<file path="src/design/owik_pkg.sv">
// ----------------------------------------------------------------------------
// owik_pkg: shared types, constants and helper functions
// Word formats, matrix coefficients, the arctangent and gain tables, and the
// register defaults of the omni-wheel inverse kinematics block.
// ----------------------------------------------------------------------------
package owik_pkg;

  // Default parameter values
  localparam int ANGLE_BITS_DEF = 16;
  localparam int TRIG_ITER_DEF  = 16;

  // Datapath widths
  localparam int CS_W   = 34;            // Q30 cos/sin and CORDIC x/y
  localparam int MAT_W  = 36;            // matrix entries
  localparam int PROD_W = 52;            // entry times velocity
  localparam int LEV_W  = 33;            // lever arm times yaw rate
  localparam int NUM_W  = 50;            // row sum, Q42
  localparam int MAG_W  = 48;            // row sum magnitude, one divider cell per bit
  localparam int D_W    = 26;            // radius << 10
  localparam int RW     = D_W + 1;       // divider partial remainder
  localparam int CM_W   = 29;            // clamped rad/s magnitude
  localparam int RPM_W  = 61;            // clamped magnitude times rpm factor
  localparam int WHEELS = 3;

  // Matrix coefficients, Q30
  localparam logic signed [31:0] K_HALF  = 32'sd536870912;
  localparam logic signed [31:0] K_S3H   = 32'sd929887263;
  localparam logic signed [31:0] K_SKEW  = 32'sd3435974;
  localparam logic signed [31:0] K_C2S   = 32'sd500115656;
  localparam logic signed [31:0] K_C2C   = 32'sd950160583;
  localparam logic signed [31:0] K_C3S   = 32'sd625175440;
  localparam logic signed [31:0] K_C3C   = 32'sd872964988;
  localparam logic signed [31:0] K_ZERO  = 32'sd0;

  // rpm per rad/s, Q28
  localparam logic [31:0] RPM_Q28 = 32'd2563369783;

  // Register defaults
  localparam logic [15:0] LEVER_RST  = 16'd9830;
  localparam logic [15:0] RADIUS_RST = 16'd3277;

  typedef logic signed [CS_W-1:0]  cs_t;
  typedef logic signed [MAT_W-1:0] mat_t;

  typedef enum logic [1:0] {
    QUAD_0, QUAD_1, QUAD_2, QUAD_3
  } quad_t;

  typedef enum logic [2:0] {
    REG_MODE, REG_LEVER_ONE, REG_LEVER_TWO, REG_LEVER_THREE,
    REG_RADIUS_ONE, REG_RADIUS_TWO, REG_RADIUS_THREE
  } reg_idx_t;

  typedef struct packed {
    logic signed [15:0] vel_x;
    logic signed [15:0] vel_y;
    logic signed [15:0] yaw_rate;
    logic        [15:0] heading;
  } owik_in_t;

  typedef struct packed {
    logic signed [31:0] wheel_one_rads;
    logic signed [31:0] wheel_two_rads;
    logic signed [31:0] wheel_three_rads;
    logic signed [31:0] wheel_one_rpm;
    logic signed [31:0] wheel_two_rpm;
    logic signed [31:0] wheel_three_rpm;
  } owik_out_t;

  // Command carried alongside the rotation
  typedef struct packed {
    logic signed [15:0] vel_x;
    logic signed [15:0] vel_y;
    logic signed [15:0] yaw_rate;
    quad_t              quad;
  } cmd_t;

  // One wheel's state in the divider chain
  typedef struct packed {
    logic [MAG_W-1:0] num;
    logic [RW-1:0]    rem;
    logic [MAG_W-1:0] quo;
    logic [D_W-1:0]   dvs;
    logic             neg;
  } div_lane_t;

  // Arctangent of 2^-i in 2^-32 turn
  function automatic logic [31:0] atan_turn32(input int i);
    logic [31:0] r;
    case (i)
      0:  r = 32'h20000000;  1:  r = 32'h12E4051E;  2:  r = 32'h09FB385B;
      3:  r = 32'h051111D4;  4:  r = 32'h028B0D43;  5:  r = 32'h0145D7E1;
      6:  r = 32'h00A2F61E;  7:  r = 32'h00517C55;  8:  r = 32'h0028BE53;
      9:  r = 32'h00145F2F;  10: r = 32'h000A2F98;  11: r = 32'h000517CC;
      12: r = 32'h00028BE6;  13: r = 32'h000145F3;  14: r = 32'h0000A2FA;
      15: r = 32'h0000517D;  16: r = 32'h000028BE;  17: r = 32'h0000145F;
      18: r = 32'h00000A30;  19: r = 32'h00000518;  20: r = 32'h0000028C;
      21: r = 32'h00000146;  22: r = 32'h000000A3;  23: r = 32'h00000051;
      default: r = 32'h0;
    endcase
    return r;
  endfunction

  // Arctangent rounded half up to the angle resolution
  function automatic logic [31:0] atan_step(input int ab, input int i);
    logic [32:0] s;
    s = {1'b0, atan_turn32(i)} + (33'd1 << (31 - ab));
    return 32'(s >> (32 - ab));
  endfunction

  // CORDIC gain in Q30 for the iteration count
  function automatic cs_t gain_q30(input int it);
    cs_t r;
    case (it)
      8:  r = CS_W'(652039507);
      9:  r = CS_W'(652034533);
      10: r = CS_W'(652033289);
      11: r = CS_W'(652032978);
      12: r = CS_W'(652032900);
      13: r = CS_W'(652032881);
      14: r = CS_W'(652032876);
      15: r = CS_W'(652032875);
      default: r = CS_W'(652032874);
    endcase
    return r;
  endfunction

  // Q30 product, rounded half up
  function automatic cs_t mul_q30(input logic signed [31:0] k, input cs_t v);
    logic signed [65:0] p;
    p = 66'(k) * 66'(v);
    p = p + (66'sd1 <<< 29);
    return CS_W'(p >>> 30);
  endfunction

endpackage

</file>
<file path="src/design/owik_cordic_cell.sv">
// ----------------------------------------------------------------------------
// owik_cordic_cell: one rotation step of the heading CORDIC
// Rotates x/y by the fixed arctangent of this step toward zero residue and
// hands the command word on to the next cell.
// ----------------------------------------------------------------------------
module owik_cordic_cell
  import owik_pkg::*;
#(
  parameter int ANGLE_BITS = ANGLE_BITS_DEF,
  parameter int STEP       = 0
) (
  input  logic                       clk,
  input  logic                       rst,
  input  logic                       en,
  input  logic                       in_valid,
  input  cmd_t                       in_cmd,
  input  cs_t                        in_x,
  input  cs_t                        in_y,
  input  logic signed [ANGLE_BITS:0] in_z,
  output logic                       out_valid,
  output cmd_t                       out_cmd,
  output cs_t                        out_x,
  output cs_t                        out_y,
  output logic signed [ANGLE_BITS:0] out_z
);

  localparam int ZW = ANGLE_BITS + 1;
  localparam logic [31:0] T_FULL = atan_step(ANGLE_BITS, STEP);
  localparam logic signed [ZW-1:0] T = T_FULL[ZW-1:0];

  cs_t dx, dy;

  assign dx = in_y >>> STEP;
  assign dy = in_x >>> STEP;

  // valid
  always_ff @(posedge clk) begin
    if (rst) begin
      out_valid <= 1'b0;
    end else if (en) begin
      out_valid <= in_valid;
    end
  end

  // rotate toward zero residue
  always_ff @(posedge clk) begin
    if (en) begin
      out_cmd <= in_cmd;
      if (in_z >= 0) begin
        out_x <= in_x - dx;
        out_y <= in_y + dy;
        out_z <= in_z - T;
      end else begin
        out_x <= in_x + dx;
        out_y <= in_y - dy;
        out_z <= in_z + T;
      end
    end
  end

endmodule

</file>
<file path="config.mk">
export PLATFORM = sky130hd
export DESIGN_NAME = owik_cordic_cell
export DESIGN_NICKNAME = d
export VERILOG_FILES = /design/src/design/owik_pkg.sv /design/src/design/owik_cordic_cell.sv
export SDC_FILE = /design/constraint.sdc
export NUM_CORES = 1
export LEC_CHECK = 0
export BUFFER_PORTS_ARGS = -buffer_cell sky130_fd_sc_hd__clkbuf_2
export CAP_MARGIN = 25
export CORE_MARGIN = 10
export CORE_UTILIZATION = 49
export DETAILED_ROUTE_END_ITERATION = 8
export PLACE_DENSITY = 0.78
export SLEW_MARGIN = 20
export SYNTH_ARGS = -nofsm -noshare
export SYNTH_HDL_FRONTEND = slang
export SYNTH_SLANG_ARGS = --single-unit
export TNS_END_PERCENT = 30
</file>
<file path="constraint.sdc">
create_clock -name clk -period 2.9 [get_ports clk]
set_input_delay 0.29 -clock clk [delete_from_list [all_inputs] [get_ports clk]]
set_output_delay 0.29 -clock clk [all_outputs]
set_load 0.01 [all_outputs]
</file>
==> metrics.md <==
| Metric | Value |
|---|---|
| Critical path buffers and inverters | `4` |
| Synth cell types | `80` |
| Crit Path Max Fanout | `5` |
| Origin of the critical flop-to-flop path | `out_valid` |
| Clock skew | `0 ps` |
| Slowest CP cell | `a311o_1` |
| Die Span Y | `163 um` |
| Syn Nets | `1278` |
| Multiplexer share of the synthesized area | `1.70%` |
| Clock H-tree levels | `4` |
| Required time of the critical path | `3070 ps` |
| Worst setup EP type | `flop` |
| Cell row count | `52` |
| M3 GR Usage | `4.03%` |
| Top Ports | `275` |
| Area delta synth->final | `37.6%` |
| Initial Util | `49.7%` |
| DIE WIDTH | `163 um` |
| Mean Syn Cell Area | `9.74 um^2` |
| Busiest layer in global routing | `met2` |
| Final Instance Area | `13800 um^2` |
| CP Data Arrival Time | `2990 ps` |
| Number of global-route vias before repair | `9988` |
| Seq/Total Area, Yosys | `40.2%` |
| Adder-cell area share of the yosys netlist | `13.5%` |
| Hold Crit Start | `rst` |
| Hold Path Cell Cnt | `2` |
| CTS Hold Bufs | `0` |
| Setup slack after layout | `78.3 ps` |
| Tot GR Track Use | `26.4%` |
| First-pass GRT wire length | `55500 um` |
| Die footprint | `26700 um^2` |
| Reg2reg end | `out_valid` |
| VDD IR-drop max | `366 uV` |
| Post-CTS Resized | `0` |
| Post-synthesis compound-gate area fraction | `21.9%` |
| Post-DP HPWL | `30100 um` |
| Final cycle utilization of the critical path | `97.3%` |
| Power Total | `7.12 mW` |
| Mapped Cells | `1033` |
| Critical-path cell list | `clkbuf_2 -> inv_1 -> ha_4 -> nor3b_4 -> o31ai_4 -> a2111oi_2 -> buf_4 -> o32a_4 -> buf_4 -> a21oi_2 -> o21bai_2 -> a311o_1 -> a2bb2oi_1 -> xnor2_1` |
| Type of origin of the critical path | `input port` |
| Drt total wl | `37100 um` |
| P per Cell Area | `514 nW/um^2` |
| Antenna fix cells | `0` |
| #FFs+latches synth | `135` |
| Yosys warns | `0` |
| Core Region | `20200 um^2` |
| Slew Viols, Final | `0` |
| IO buf count | `274` |
| Max clock buf depth | `2` |
| Post-synth EDFFs | `134` |
| Crit-path leading delay family | `compound AO/OA/AOI/OAI gates` |
| Largest family of logic cells by synthesized area | `compound AO/OA/AOI/OAI gates` |
| Max-Cap Viols | `0` |
| First drt pass iteration count | `6` |
| Slew @ Worst Pin | `977 ps` |
| WL/cell | `20.9 um` |
| Setup slack, reg-to-reg | `2310 ps` |
| CTS tree | `built` |
| Initial antenna violation count | `0` |
| Setup-failing EPs final | `0` |
| ANT nets after route | `0` |
| Root Driver | `clkbuf_16` |
| Crit-path max cell delay | `400 ps` |
| # fillers | `1635` |
| Final GP Congestion | `1.01` |
| Outcome | `completed` |
| Total setup buffers inserted after CTS | `0` |
| XOR/XNOR Fraction of Synth Area | `5.73%` |
| Share of flip-flops with an asynchronous set or reset | `0%` |
| Drt drc | `0` |
| Final min period | `2820 ps` |
| CTS Sinks | `135` |
| Fmax achieved | `354 MHz` |
| Fin. Hold Viols | `0` |
| Worst-path clk slew | `70 ps` |
| GR Util met1 | `32.3%` |
| P_leak | `6.53 nW` |
| CP dominant cell by count | `buf_4` |
| Iteration-0 DRC Markers | `963` |
| Vias/cell | `5.67` |
| Most common cell after layout, fill and taps aside | `clkbuf_2` |
| Grt total ovfl | `0` |
| Hold Path Class | `input port to flop` |
| Largest net degree at the start of global routing | `84` |
| Nets | `1735` |
| Layout cells sized above 1 | `37.4%` |
| Crit Path Category | `input port to flop` |
| TritonCTS Buffers | `17` |
| Simple-Gate Fraction of Synth Area | `11.0%` |
| Dpl ws | `-386 ps` |
| Hold Path End | `out_valid` |
| Via Count | `10100` |
| Clk Latency, worst-skew pair | `420 ps` |
| GRT met2 Usage | `45.4%` |
| FF-to-FF path depth | `2` |
| Most frequent cells in the layout | `clkbuf_2 (273), buf_4 (211), edfxtp_1 (134), a21oi_1 (115), ha_1 (98)` |
| Top_reg_cell synth | `edfxtp_1` |
| Post-DP Area | `13200 um^2` |
| Post-synth design cell area | `10100 um^2` |
| Relative max-transition margin | `34.9%` |
[how the worst max path moves through the flow]
stage / startpoint / endpoint / slack, ps / cells after the start
2_1_floorplan: in_x[0] / out_x[28] / -4 / 11
3_3_place_gp: in_x[1] / out_x[31] / -330 / 13
6_report: in_x[1] / out_x[33] / 80 / 14
3_5_place_dp: in_x[1] / out_x[31] / -390 / 13
5_1_grt: in_x[1] / out_y[33] / -30 / 14
4_1_cts: in_x[1] / out_x[31] / 10 / 13
[synthesized netlist by cell type, drive strengths merged (3+ instances only)]
library cell	n	area [um^2]
edfxtp	134	4020
a21oi	116	581
inv	104	390
ha	102	1280
nor2	69	259
o21ai	58	290
xnor2	55	489
nand2	40	150
nor3	35	191
buf	25	119
a21o	24	180
o21bai	24	180
clkbuf	23	86.3
mux2i	16	160
a211oi	14	115
o31ai	14	120
nand4	13	81.3
a211o	11	96.3
nand2b	11	68.8
nor4	11	68.8
nor2b	10	62.6
xor2	10	87.6
nand3	9	45.0
o211ai	8	60.1
o31a	8	71.3
a31oi	7	43.8
o21a	7	52.6
or2	7	43.8
a2111oi	6	60.1
or3	6	37.5
fa	4	80.1
a21boi	3	22.5
a221oi	3	32.5
a22oi	3	22.5
a31o	3	26.3
and3	3	18.8
nand3b	3	22.5
o211a	3	30.0
o22ai	3	25.0
o41ai	3	33.8
[report_power, final]
group          internal (mW)  switching [mW]
logic                   1.06            1.38
registers               2.47          0.0740
clock network           1.14           0.999
total                   4.66            2.45
[through the flow]
step / hold slack [ps] / std cells / utilization (%) / TNS, ps
6_report: 14.6 / 1773 / 68.4 / 0
5_1_grt: 6.66 / 1773 / 68.4 / -43.5
4_1_cts: 4.41 / 1773 / 67.9 / 0
3_5_place_dp: 452 / 1741 / 65.2 / -6890
3_3_place_gp: 449 / 1741 / 65.2 / -4930
2_1_floorplan: 362 / 1033 / - / -8.19
[logic make-up after synthesis]
family                   count (synthesis)
XOR/XNOR                                65
buffers and inverters                  152
AO/OA/AOI/OAI                          334
flip-flops                             135
multiplexers                            17
AND/OR/NAND/NOR                        224
adder cells (fa/ha/maj)                106
[per-layer routing]
metal	vias up	wire length, um
met2	550	18100
met1	4753	14900
met4	0	1160
met5	-	0
li1	4673	-
met3	84	2970
[cell type report]
type	count	area, um^2	share of cell area [%]
clock inverter	14	131	0.949
timing repair buffer	486	2980	21.5
clock buffer	18	429	3.10
sequential	135	4040	29.2
multi-input combinational	746	5530	40.0
tap	270	338	2.44
inverter	104	390	2.82
[state kept, by name, summed over array words and instances (netlist names)]
| name | cells |
|---|---|
| out_z | 17 |
| out_cmd | 50 |
| out_x | 34 |
| out_valid | 1 |
| out_y | 33 |
No activity file was read; power rests on OpenSTA's default activity.
