===== src/design/owik_pkg.sv =====
// ----------------------------------------------------------------------------
// owik_pkg: shared types, constants and helper functions
// Word formats, matrix coefficients, the arctangent and gain tables, and the
// register defaults of the omni-wheel inverse kinematics block.
// ----------------------------------------------------------------------------
package owik_pkg;

  // Default parameter values
  localparam int ANGLE_BITS_DEF = 16;
  localparam int TRIG_ITER_DEF  = 16;

  // Datapath widths
  localparam int CS_W   = 34;            // Q30 cos/sin and CORDIC x/y
  localparam int MAT_W  = 36;            // matrix entries
  localparam int PROD_W = 52;            // entry times velocity
  localparam int LEV_W  = 33;            // lever arm times yaw rate
  localparam int NUM_W  = 50;            // row sum, Q42
  localparam int MAG_W  = 48;            // row sum magnitude, one divider cell per bit
  localparam int D_W    = 26;            // radius << 10
  localparam int RW     = D_W + 1;       // divider partial remainder
  localparam int CM_W   = 29;            // clamped rad/s magnitude
  localparam int RPM_W  = 61;            // clamped magnitude times rpm factor
  localparam int WHEELS = 3;

  // Matrix coefficients, Q30
  localparam logic signed [31:0] K_HALF  = 32'sd536870912;
  localparam logic signed [31:0] K_S3H   = 32'sd929887263;
  localparam logic signed [31:0] K_SKEW  = 32'sd3435974;
  localparam logic signed [31:0] K_C2S   = 32'sd500115656;
  localparam logic signed [31:0] K_C2C   = 32'sd950160583;
  localparam logic signed [31:0] K_C3S   = 32'sd625175440;
  localparam logic signed [31:0] K_C3C   = 32'sd872964988;
  localparam logic signed [31:0] K_ZERO  = 32'sd0;

  // rpm per rad/s, Q28
  localparam logic [31:0] RPM_Q28 = 32'd2563369783;

  // Register defaults
  localparam logic [15:0] LEVER_RST  = 16'd9830;
  localparam logic [15:0] RADIUS_RST = 16'd3277;

  typedef logic signed [CS_W-1:0]  cs_t;
  typedef logic signed [MAT_W-1:0] mat_t;

  typedef enum logic [1:0] {
    QUAD_0, QUAD_1, QUAD_2, QUAD_3
  } quad_t;

  typedef enum logic [2:0] {
    REG_MODE, REG_LEVER_ONE, REG_LEVER_TWO, REG_LEVER_THREE,
    REG_RADIUS_ONE, REG_RADIUS_TWO, REG_RADIUS_THREE
  } reg_idx_t;

  typedef struct packed {
    logic signed [15:0] vel_x;
    logic signed [15:0] vel_y;
    logic signed [15:0] yaw_rate;
    logic        [15:0] heading;
  } owik_in_t;

  typedef struct packed {
    logic signed [31:0] wheel_one_rads;
    logic signed [31:0] wheel_two_rads;
    logic signed [31:0] wheel_three_rads;
    logic signed [31:0] wheel_one_rpm;
    logic signed [31:0] wheel_two_rpm;
    logic signed [31:0] wheel_three_rpm;
  } owik_out_t;

  // Command carried alongside the rotation
  typedef struct packed {
    logic signed [15:0] vel_x;
    logic signed [15:0] vel_y;
    logic signed [15:0] yaw_rate;
    quad_t              quad;
  } cmd_t;

  // One wheel's state in the divider chain
  typedef struct packed {
    logic [MAG_W-1:0] num;
    logic [RW-1:0]    rem;
    logic [MAG_W-1:0] quo;
    logic [D_W-1:0]   dvs;
    logic             neg;
  } div_lane_t;

  // Arctangent of 2^-i in 2^-32 turn
  function automatic logic [31:0] atan_turn32(input int i);
    logic [31:0] r;
    case (i)
      0:  r = 32'h20000000;  1:  r = 32'h12E4051E;  2:  r = 32'h09FB385B;
      3:  r = 32'h051111D4;  4:  r = 32'h028B0D43;  5:  r = 32'h0145D7E1;
      6:  r = 32'h00A2F61E;  7:  r = 32'h00517C55;  8:  r = 32'h0028BE53;
      9:  r = 32'h00145F2F;  10: r = 32'h000A2F98;  11: r = 32'h000517CC;
      12: r = 32'h00028BE6;  13: r = 32'h000145F3;  14: r = 32'h0000A2FA;
      15: r = 32'h0000517D;  16: r = 32'h000028BE;  17: r = 32'h0000145F;
      18: r = 32'h00000A30;  19: r = 32'h00000518;  20: r = 32'h0000028C;
      21: r = 32'h00000146;  22: r = 32'h000000A3;  23: r = 32'h00000051;
      default: r = 32'h0;
    endcase
    return r;
  endfunction

  // Arctangent rounded half up to the angle resolution
  function automatic logic [31:0] atan_step(input int ab, input int i);
    logic [32:0] s;
    s = {1'b0, atan_turn32(i)} + (33'd1 << (31 - ab));
    return 32'(s >> (32 - ab));
  endfunction

  // CORDIC gain in Q30 for the iteration count
  function automatic cs_t gain_q30(input int it);
    cs_t r;
    case (it)
      8:  r = CS_W'(652039507);
      9:  r = CS_W'(652034533);
      10: r = CS_W'(652033289);
      11: r = CS_W'(652032978);
      12: r = CS_W'(652032900);
      13: r = CS_W'(652032881);
      14: r = CS_W'(652032876);
      15: r = CS_W'(652032875);
      default: r = CS_W'(652032874);
    endcase
    return r;
  endfunction

  // Q30 product, rounded half up
  function automatic cs_t mul_q30(input logic signed [31:0] k, input cs_t v);
    logic signed [65:0] p;
    p = 66'(k) * 66'(v);
    p = p + (66'sd1 <<< 29);
    return CS_W'(p >>> 30);
  endfunction

endpackage


===== src/design/owik_div_cell.sv =====
// ----------------------------------------------------------------------------
// owik_div_cell: one restoring-division step for all three wheels
// Shifts one numerator bit into the partial remainder, subtracts the divisor
// when it fits and appends the quotient bit.
// ----------------------------------------------------------------------------
module owik_div_cell
  import owik_pkg::*;
(
  input  logic                   clk,
  input  logic                   rst,
  input  logic                   en,
  input  logic                   in_valid,
  input  div_lane_t [WHEELS-1:0] in_lane,
  output logic                   out_valid,
  output div_lane_t [WHEELS-1:0] out_lane
);

  div_lane_t [WHEELS-1:0] lane_next;
  logic [RW-1:0] rem_sh [WHEELS];
  logic          fits   [WHEELS];

  // one quotient bit per wheel
  always_comb begin
    for (int k = 0; k < WHEELS; k++) begin
      rem_sh[k]        = {in_lane[k].rem[RW-2:0], in_lane[k].num[MAG_W-1]};
      fits[k]          = rem_sh[k] >= {1'b0, in_lane[k].dvs};
      lane_next[k]     = in_lane[k];
      lane_next[k].num = {in_lane[k].num[MAG_W-2:0], 1'b0};
      lane_next[k].rem = fits[k] ? rem_sh[k] - {1'b0, in_lane[k].dvs} : rem_sh[k];
      lane_next[k].quo = {in_lane[k].quo[MAG_W-2:0], fits[k]};
    end
  end

  always_ff @(posedge clk) begin
    if (rst) begin
      out_valid <= 1'b0;
    end else if (en) begin
      out_valid <= in_valid;
    end
  end

  always_ff @(posedge clk) begin
    if (en) begin
      out_lane <= lane_next;
    end
  end

endmodule


===== config.mk =====
export PLATFORM = sky130hd
export DESIGN_NAME = owik_div_cell
export DESIGN_NICKNAME = d
export VERILOG_FILES = /design/src/design/owik_pkg.sv /design/src/design/owik_div_cell.sv
export SDC_FILE = /design/constraint.sdc
export NUM_CORES = 1
export LEC_CHECK = 0
export ABC_AREA = 1
export BUFFER_PORTS_ARGS = -buffer_cell sky130_fd_sc_hd__buf_2
export CAP_MARGIN = 20
export CORE_AREA = 2 2 356 358
export CTS_CLUSTER_SIZE = 25
export DETAILED_ROUTE_END_ITERATION = 10
export DIE_AREA = 0 0 358 360
export GPL_ROUTABILITY_DRIVEN = 0
export PLACE_DENSITY = 0.46
export SYNTH_ARGS = -nofsm -noshare
export SYNTH_HDL_FRONTEND = slang
export SYNTH_SLANG_ARGS = --single-unit

===== constraint.sdc =====
create_clock -name clk -period 3 [get_ports clk]
set_clock_uncertainty 0.1 [all_clocks]
set_input_delay 0.3 -clock clk [delete_from_list [all_inputs] [get_ports clk]]
set_output_delay 0.3 -clock clk [all_outputs]
set_load 0.02 [all_outputs]

==> impl_results.md, run 1 <==
* Slew margin rel. at 64.8%
* Die area at 0.129 mm²
* Number of distinct library cells after synthesis at 36
* Dominant cells by area after synthesis: edfxtp_1 (64%), nand2_1 (13%), inv_1 (6.7%)
* Fin crit share at 89.7%
* WS Path Type: in -> reg
* Initial antenna violation count at 32
* Cell family with most CP delay: buffers and inverters
* Cell area after synthesis at 0.0210 mm²
* Worst-Margin Slew at 528 ps
* Leading area contributor after synthesis: edfxtp_1
* Rows at 130
* Avg Vias per Cell at 3.79
* CTS Buffer Depth at 3
* Synth Register Bits at 448
* Register area at 0.0134 mm²
* Post-route DRC at 0
* CP peak stage delay at 530 ps
* Drt wl/cell at 19.5 µm
* Chip Height at 360 µm
* Core area at 0.125 mm²
* WL final at 101000 µm
* Layout cells sized above 1 at 30.0%
* Postcts setup bufs at 0
* Placement Cell Area at 0.0277 mm²
* Most frequent cells in the layout: buf_2 (894), nand2_1 (716), edfxtp_1 (447), dlygate4sd3_1 (445), inv_1 (372)
* Syn_area_per_cell at 10.3 µm²
* First-pass GRT wire length at 137000 µm
* Setup Total Neg Slack at 0 ps
* Place WS at 247 ps
* DR pass1 iterations at 7
* Critical Path Most Common Cell: nand2_1
* Antenna viol nets, final at 0
* CP max stage cell: dlygate4sd3_1
* Critical Path AT at 2940 ps
* Clk slew on worst S/H paths at 60 ps
* Cells after Synth at 2040
* Total CTS buffers at 54
* Worst-Skew Late Latency at 590 ps
* Worst hold-check path type: in -> reg
* Min-Delay Path Depth at 3
* Period minus WS final at 2690 ps
* # IOs at 905
* Worst R2R Path Depth at 3
* Root Buffer: clkbuf_16
* Leak pwr at 16.0 nW
* Max Fclk at 372 MHz
* Fin. max-slew vios at 0
* Synthesis Warnings at 0
* Vias at 19515
* Worst R2R Setup Slack at 1680 ps
* GRT Total Usage at 14.9%
* R2r startpoint: out_valid$_SDFFE_PP0P_
* Initial Util at 16.8%
* Seq/Total Area, Yosys at 64.1%
* Largest net degree at the start of global routing at 95
* RSZ-0062 raised after global routing: no
* PwrDens at 555 mW/mm²
* Multi-input gate area at 0.00595 mm²
* RR Endpoint: out_valid$_SDFFE_PP0P_
* Max H-tree Level at 2
* Hold_sp: in_lane[100]
* Top-area cell type share of the netlist area at 64.0%
* # setup viols final at 0
* Crit Path Max Fanout at 32
* FILL cells at 13367
* Grt ovf at 0
* Critical path, cell by cell: dlygate4sd3_1 > buf_2 > inv_1 > ha_1 > nand2_1 > inv_1 > nand2_1 > nand3_1 > nand2_1 > nand2_1 > nand2_1 > nand2_1 > nor2_4 > buf_12 > o21ai_1
* Number of global-route vias before repair at 19440
* Commonest non-fill, non-tap cell in the layout: buf_2
* CTS tree: built
* Die Span X at 358 µm
* Peak VDD IR at 0.421 mV
* Worst hold endpoint: out_lane[101]$_DFFE_PP_
* CTS Sinks at 448
* DRT iter0 DRCs at 1347
* CP Launch Type: input pin
* Setup ws final at 310 ps
* CP Data Required Time at 3250 ps
* Max-cap violations at 0
* Post-DP HPWL at 82600 µm
* Final instance area at 0.0340 mm²
* Design Power at 18.9 mW
* Nets at 3990
* P&R area growth vs syn at 62.3%
* Crit end category: flop
* Final Hold Vio Count at 0
* Hold WS at 73.7 ps
* Status: complete, no violations
* Critical path buffer and inverter count at 5
* Port buffer count at 895
[layer usage]
metal	wire length, µm	vias up	part of all wire [%]	track usage, %
li1	-	9425	-	-
met1	40900	9074	41	18.0
met2	42800	859	43	22.7
met3	12500	141	12	7.00
met4	4410	16	4.4	6.11
met5	105	-	0.10	0
[cell families (layout without fill, tap and decap cells)]
| family | after synthesis | in the layout | synth area share, % |
|---|---|---|---|
| flip-flops | 448 | 448 | 64.1 |
| multiplexers | 1 | 1 | 0.0477 |
| adder cells (fa/ha/maj) | 81 | 81 | 4.94 |
| AO/OA/AOI/OAI | 87 | 87 | 2.36 |
| XOR/XNOR | 42 | 42 | 1.75 |
| AND/OR/NAND/NOR | 987 | 987 | 19.2 |
| other | 1 | 10 | 0.0179 |
| buffers and inverters | 393 | 1848 | 7.55 |
[cell type report]
class                      count  share of cell area (%)
clock buffer                  64                    4.08
tap                         1650                    6.07
inverter                     374                    4.13
antenna                        7                  0.0515
timing repair buffer        1376                    27.3
sequential                   448                    39.5
multi-input combinational   1201                    17.5
clock inverter                34                    1.39
[worst max-delay path by stage]
stage	start	cells past startpoint	slack [ps]	endpoint
floorplan	in_lane[3]	11	920	out_lane[79]$_DFFE_PP_
global placement	in_lane[314]	14	260	out_lane[389]$_DFFE_PP_
detailed placement	in_lane[314]	14	250	out_lane[381]$_DFFE_PP_
CTS	in_lane[15]	15	400	out_lane[87]$_DFFE_PP_
global route	in_lane[314]	15	170	out_lane[382]$_DFFE_PP_
finish	in_lane[15]	15	310	out_lane[87]$_DFFE_PP_
[synthesized netlist by cell type]
master	instances
nand2_1	716
edfxtp_1	447
inv_1	372
nor2_1	107
nand3_1	105
ha_1	78
a21oi_1	49
xnor2_1	25
nand4_1	17
xor2_1	17
o21ai_0	14
o21ai_2	13
buf_6	12
nand3b_1	12
o21ai_1	7
and2_1	5
nor2_2	5
buf_4	4
nand2_2	4
nor3_1	4
or2_2	4
buf_2	3
fa_1	3
inv_2	2
nand3_2	2
nor2_4	2
o21bai_1	2
a21o_1	1
a21oi_2	1
and2_4	1
conb_1	1
dfxtp_1	1
mux2i_1	1
nand2_4	1
nand3_4	1
or2_1	1
[sequential cells by signal (all words and copies together), names as in the netlist]
register,cells
out_lane,447
out_valid,1
[report_power, final]
group          total, mW  internal (mW)  switching, mW  leakage (nW)
Sequential          7.77           7.58          0.195          4.38
Combinational       4.18           1.53           2.65          10.8
Clock               6.94           4.04           2.90         0.891
Total               18.9           13.1           5.75          16.0
[timing repair]
action,in CTS,in global routing
hold buffers,445,0
setup endpoints to repair,0,0
hold endpoints to repair,453,0
resized for setup,0,0
[worst reg2reg max path: stages, from the launching register on]
cell and delay, ps:
dfxtp_1 340, mux2i_1 150, nor2_1 60, dlygate4sd3_1 560
[through the flow]
stage          util (%)  instances
6_report           27.2       5154
5_1_grt            27.2       5150
4_1_cts            27.2       5147
3_5_place_dp       22.2       4604
3_3_place_gp       22.2       4604
2_1_floorplan         -       2042
Power figures use the tool's default switching activity.
==> run 2: changes to the inputs <==
--- a/config.mk
+++ b/config.mk
@@ -7,13 +7,11 @@
 export LEC_CHECK = 0
 export ABC_AREA = 1
 export BUFFER_PORTS_ARGS = -buffer_cell sky130_fd_sc_hd__buf_2
-export CAP_MARGIN = 20
 export CORE_AREA = 2 2 356 358
 export CTS_CLUSTER_SIZE = 25
 export DETAILED_ROUTE_END_ITERATION = 10
 export DIE_AREA = 0 0 358 360
 export GPL_ROUTABILITY_DRIVEN = 0
-export PLACE_DENSITY = 0.46
 export SYNTH_ARGS = -nofsm -noshare
 export SYNTH_HDL_FRONTEND = slang
 export SYNTH_SLANG_ARGS = --single-unit
==> run 2 against run 1 <==
Net effect:
- count of clock-buffer cells in the layout is 5 lower
- register-to-register slack better by 80 ps
- die area stayed put
- largest cell class unchanged
- critical path type unchanged
- non-clock buffer count is 8 higher
- worst setup slack better by 110 ps
- maximum frequency is 4.2% higher
- routed wire length is 0.71% higher
- critical endpoint is now out_lane[88]$_DFFE_PP_
- clock power is 2% lower
- combinational power hardly changed
- final cell count is 0.43% higher
- via count is 2.8% higher
==> impl_results.md, run 2 (synthesis gave the netlist of run 1 again) <==
* Most frequent cells in the layout: buf_2 (894), nand2_1 (716), dlygate4sd3_1 (447), edfxtp_1 (447), inv_1 (372)
* RSZ-0062 raised after global routing: no
* Hold_sp: in_lane[348]
* Vias at 20064
* GRT Total Usage at 15.0%
* Multi-input gate area at 0.00595 mm²
* CTS tree: built
* CTS Sinks at 448
* Nets at 3998
* Worst-Skew Late Latency at 630 ps
* Port buffer count at 895
* First-pass GRT wire length at 138000 µm
* Critical path, cell by cell: dlygate4sd3_1 > buf_2 > inv_1 > ha_1 > nand2_1 > inv_1 > nand2_1 > nand2_1 > nand2_1 > nand3_4 > nand2_2 > inv_2 > nor2_4 > buf_4 > o21ai_1
* Total CTS buffers at 54
* Layout cells sized above 1 at 30.0%
* Initial antenna violation count at 50
* Core area at 0.125 mm²
* Postcts setup bufs at 0
* Fin util at 27.3%
* # IOs at 905
* Hold WS at 240 ps
* Number of global-route vias before repair at 19567
* Clk slew on worst S/H paths at 60 ps
* Leak pwr at 16.1 nW
* CP Data Required Time at 3300 ps
* Antenna viol nets, final at 0
* Largest Register: out_lane
* Fin crit share at 86.0%
* Design Power at 18.8 mW
* Worst hold-check path type: in -> reg
* Slew margin rel. at 64.6%
* Final Hold Vio Count at 0
* Cell family with most CP delay: buffers and inverters
* Non-filler cells, final at 5176
* PwrDens at 551 mW/mm²
* Post-route DRC at 0
* Drt wl/cell at 19.6 µm
* CTS Buffer Depth at 3
* Worst R2R Path Depth at 3
* Max Fclk at 387 MHz
* Initial Util at 16.8%
* Worst hold endpoint: out_lane[349]$_DFFE_PP_
* DRT iter0 DRCs at 2086
* CP Launch Type: input pin
* Status: complete, no violations
* Critical Path AT at 2890 ps
* Die Span X at 358 µm
* Fin. max-slew vios at 0
* Worst-Margin Slew at 531 ps
* Register area at 0.0134 mm²
* Largest register FFs at 447
* Avg Vias per Cell at 3.88
* Critical path buffer and inverter count at 6
* Crit end category: flop
* Post-DP HPWL at 81800 µm
* Critical Path Most Common Cell: nand2_1
* WS Path Type: in -> reg
* CP max stage cell: dlygate4sd3_1
* Min-Delay Path Depth at 2
* R2r startpoint: out_valid$_SDFFE_PP0P_
* P&R area growth vs syn at 62.5%
* Period minus WS final at 2580 ps
* Placement Cell Area at 0.0277 mm²
* RR Endpoint: out_valid$_SDFFE_PP0P_
* Grt ovf at 0
* Max-cap violations at 0
* Chip Height at 360 µm
* Commonest non-fill, non-tap cell in the layout: buf_2
* Largest net degree at the start of global routing at 58
* Setup ws final at 419 ps
* Regs by FF count: out_lane (447), out_valid (1)
* # setup viols final at 0
* Final instance area at 0.0341 mm²
* Die area at 0.129 mm²
* Setup Total Neg Slack at 0 ps
* Cells after DPL at 4610
* Max H-tree Level at 2
* Crit Path Max Fanout at 23
* DR pass1 iterations at 6
* CP peak stage delay at 690 ps
* Peak VDD IR at 0.413 mV
* Place WS at 440 ps
* Worst R2R Setup Slack at 1760 ps
* Root Buffer: clkbuf_16
* Rows at 130
* FILL cells at 13061
* WL final at 101000 µm
## run 2: timing repair
action	CTS	global route
setup endpoints to repair	0	0
hold buffers	447	0
resized for setup	0	0
hold endpoints to repair	480	0
## run 2: layout make-up
class                           instances  area share, %
Antenna cell                           18          0.132
Clock buffer                           59           4.08
Clock inverter                         42           1.27
Inverter                              374           4.12
Multi-Input combinational cell       1201           17.5
Sequential cell                       448           39.4
Tap cell                             1650           6.06
Timing Repair Buffer                 1384           27.4
## run 2: layer usage
layer / track usage [%] / wire length (µm) / vias to the layer above
met1: 18.9 / 41700 / 9326
met5: 0 / 173 / -
met3: 6.72 / 13200 / 162
li1: - / - / 9477
met4: 5.86 / 4040 / 26
met2: 22.1 / 42200 / 1073
## run 2: worst max path at each step
stage | startpoint | cells past startpoint | endpoint | slack, ps
after floorplan | in_lane[3] | 11 | out_lane[79]$_DFFE_PP_ | 920
after CTS | in_lane[6] | 15 | out_lane[88]$_DFFE_PP_ | 470
after global routing | in_lane[6] | 15 | out_lane[88]$_DFFE_PP_ | 310
final | in_lane[6] | 15 | out_lane[88]$_DFFE_PP_ | 420
after global placement | in_lane[315] | 13 | out_lane[391]$_DFFE_PP_ | 450
after detailed placement | in_lane[16] | 15 | out_lane[85]$_DFFE_PP_ | 440
## run 2: power breakdown
part | internal (mW) | switching (mW) | total, mW
Combinational | 1.53 | 2.65 | 4.18
Clock | 3.90 | 2.93 | 6.83
Sequential | 7.58 | 0.212 | 7.79
==> run 3: changes to the inputs <==
--- a/config.mk
+++ b/config.mk
@@ -6,12 +6,13 @@
 export NUM_CORES = 1
 export LEC_CHECK = 0
 export ABC_AREA = 1
-export BUFFER_PORTS_ARGS = -buffer_cell sky130_fd_sc_hd__buf_2
+export BUFFER_PORTS_ARGS = -buffer_cell sky130_fd_sc_hd__buf_4
 export CORE_AREA = 2 2 356 358
 export CTS_CLUSTER_SIZE = 25
 export DETAILED_ROUTE_END_ITERATION = 10
 export DIE_AREA = 0 0 358 360
 export GPL_ROUTABILITY_DRIVEN = 0
+export MAX_ROUTING_LAYER = met4
 export SYNTH_ARGS = -nofsm -noshare
 export SYNTH_HDL_FRONTEND = slang
 export SYNTH_SLANG_ARGS = --single-unit
==> run 3 against run 2 <==
Net effect:
- final cell count fell by 0.31%
- utilization up 1.7 points
- highest routed layer is now met4
- sequential cell count is the same
- power rose by 2.1%
- critical path type unchanged
- non-clock buffer count fell by 17
- critical path depth fell by 2
- via count decreased by 0.36%
==> impl_results.md, run 3 (synthesis gave the netlist of run 1 again) <==
* Port buffer count at 895
* Rows at 130
* Commonest non-fill, non-tap cell in the layout: buf_4
* Final Hold Vio Count at 0
* Worst-Margin Slew at 526 ps
* Worst hold-check path type: in -> reg
* Status: complete, no violations
* Largest Register: out_lane
* Avg Vias per Cell at 3.87
* Nets at 3981
* Post-route DRC at 0
* Most frequent cells in the layout: buf_4 (910), nand2_1 (716), dlygate4sd3_1 (447), edfxtp_1 (447), inv_1 (372)
* Period minus WS final at 2590 ps
* # setup viols final at 0
* CTS Buffer Depth at 3
* DRT iter0 DRCs at 1942
* Chip Height at 360 µm
* Root Buffer: clkbuf_16
* Slew margin rel. at 65.0%
* Regs by FF count: out_lane (447), out_valid (1)
* Leak pwr at 16.7 nW
* WL final at 101000 µm
* P&R area growth vs syn at 72.7%
* Fin crit share at 86.4%
* Largest register FFs at 447
* Initial Util at 16.8%
* Critical Path AT at 2840 ps
* Core area at 0.125 mm²
* Vias at 19991
* Post-CTS Resized at 0
* Clk slew on worst S/H paths at 60 ps
* Cells after DPL at 4593
* Die area at 0.129 mm²
* Antenna viol nets, final at 0
* Postcts setup bufs at 0
* Worst R2R Setup Slack at 1730 ps
* Worst-Skew Late Latency at 630 ps
* Max-cap violations at 0
* Fin. max-slew vios at 0
* # IOs at 905
* Design Power at 19.2 mW
* CTS Sinks at 448
* FILL cells at 12902
* Register area at 0.0134 mm²
* Die Span X at 358 µm
* Number of global-route vias before repair at 19568
* Max Fclk at 386 MHz
* CP Data Required Time at 3250 ps
* Crit end category: flop
* Non-filler cells, final at 5160
* Drt wl/cell at 19.6 µm
* Crit Path Max Fanout at 23
* Cts hold-fix bufs at 447
* Post-DP HPWL at 81800 µm
* Peak VDD IR at 0.468 mV
* Layout cells sized above 1 at 29.9%
* Largest net degree at the start of global routing at 89
* DR pass1 iterations at 6
* Max H-tree Level at 2
* Setup Total Neg Slack at 0 ps
* CP Launch Type: input pin
* WS Path Type: in -> reg
* Total CTS buffers at 54
* RSZ-0062 raised after global routing: no
* Fin util at 29.0%
* CTS tree: built
* First-pass GRT wire length at 138000 µm
* PwrDens at 530 mW/mm²
* Grt ovf at 0
* GRT Total Usage at 15.3%
* Initial antenna violation count at 32
* Multi-input gate area at 0.00595 mm²
==> run 3: changes by cell type in the layout (fill, tap and decap cells not counted), sizes merged <==
cell and delta:
diode +3, clkinvlp +3, buf -17, clkinv -3, inv -2
==> run 3: worst max-delay path, stage by stage <==
cell and delay (ps):
dlygate4sd3_1 630, buf_4 160, inv_1 60, ha_1 380, or2_1 270, and2_4 180, nand2_4 60, nand3_4 100
nand2_2 90, inv_2 40, nor2_4 110, buf_4 310, o21ai_1 130
==> run 3: per-layer routing <==
layer	vias to the layer above	global-route usage, %	part of all wire [%]
met2	1038	22.6	43
li1	9428	-	-
met4	0	3.67	2.2
met5	-	-	0
met1	9416	19.7	43
met3	109	5.75	12
==> run 3: final cells by class <==
| cell class | count | area share, % |
|---|---|---|
| Timing Repair Buffer | 1367 | 31.8 |
| Inverter | 374 | 3.88 |
| Clock inverter | 40 | 1.20 |
| Tap cell | 1650 | 5.70 |
| Multi-Input combinational cell | 1201 | 16.4 |
| Antenna cell | 21 | 0.145 |
| Sequential cell | 448 | 37.1 |
| Clock buffer | 59 | 3.78 |
==> run 3: final timing paths <==
path | start | to | depth (start not counted)
min | in_lane[191] | out_lane[192]$_DFFE_PP_ | 2
max | in_lane[3] | out_lane[88]$_DFFE_PP_ | 13
max reg2reg | out_valid$_SDFFE_PP0P_ | out_valid$_SDFFE_PP0P_ | 3
min reg2reg | out_valid$_SDFFE_PP0P_ | out_valid$_SDFFE_PP0P_ | 3
==> run 3: where the power goes <==
group	switching (mW)	internal (mW)	total [mW]
sequential	0.236	7.58	7.82
clock	2.88	3.85	6.73
combinational	2.66	1.98	4.64
==> run 3: metrics by stage <==
step           hold WS, ps  cell area [µm²]  setup slack [ps]
2_1_floorplan          272            21000               924
3_3_place_gp           357            29900               448
3_5_place_dp           359            29900               441
4_1_cts                196            36200               414
5_1_grt                220            36200               239
6_report               278            36200               408
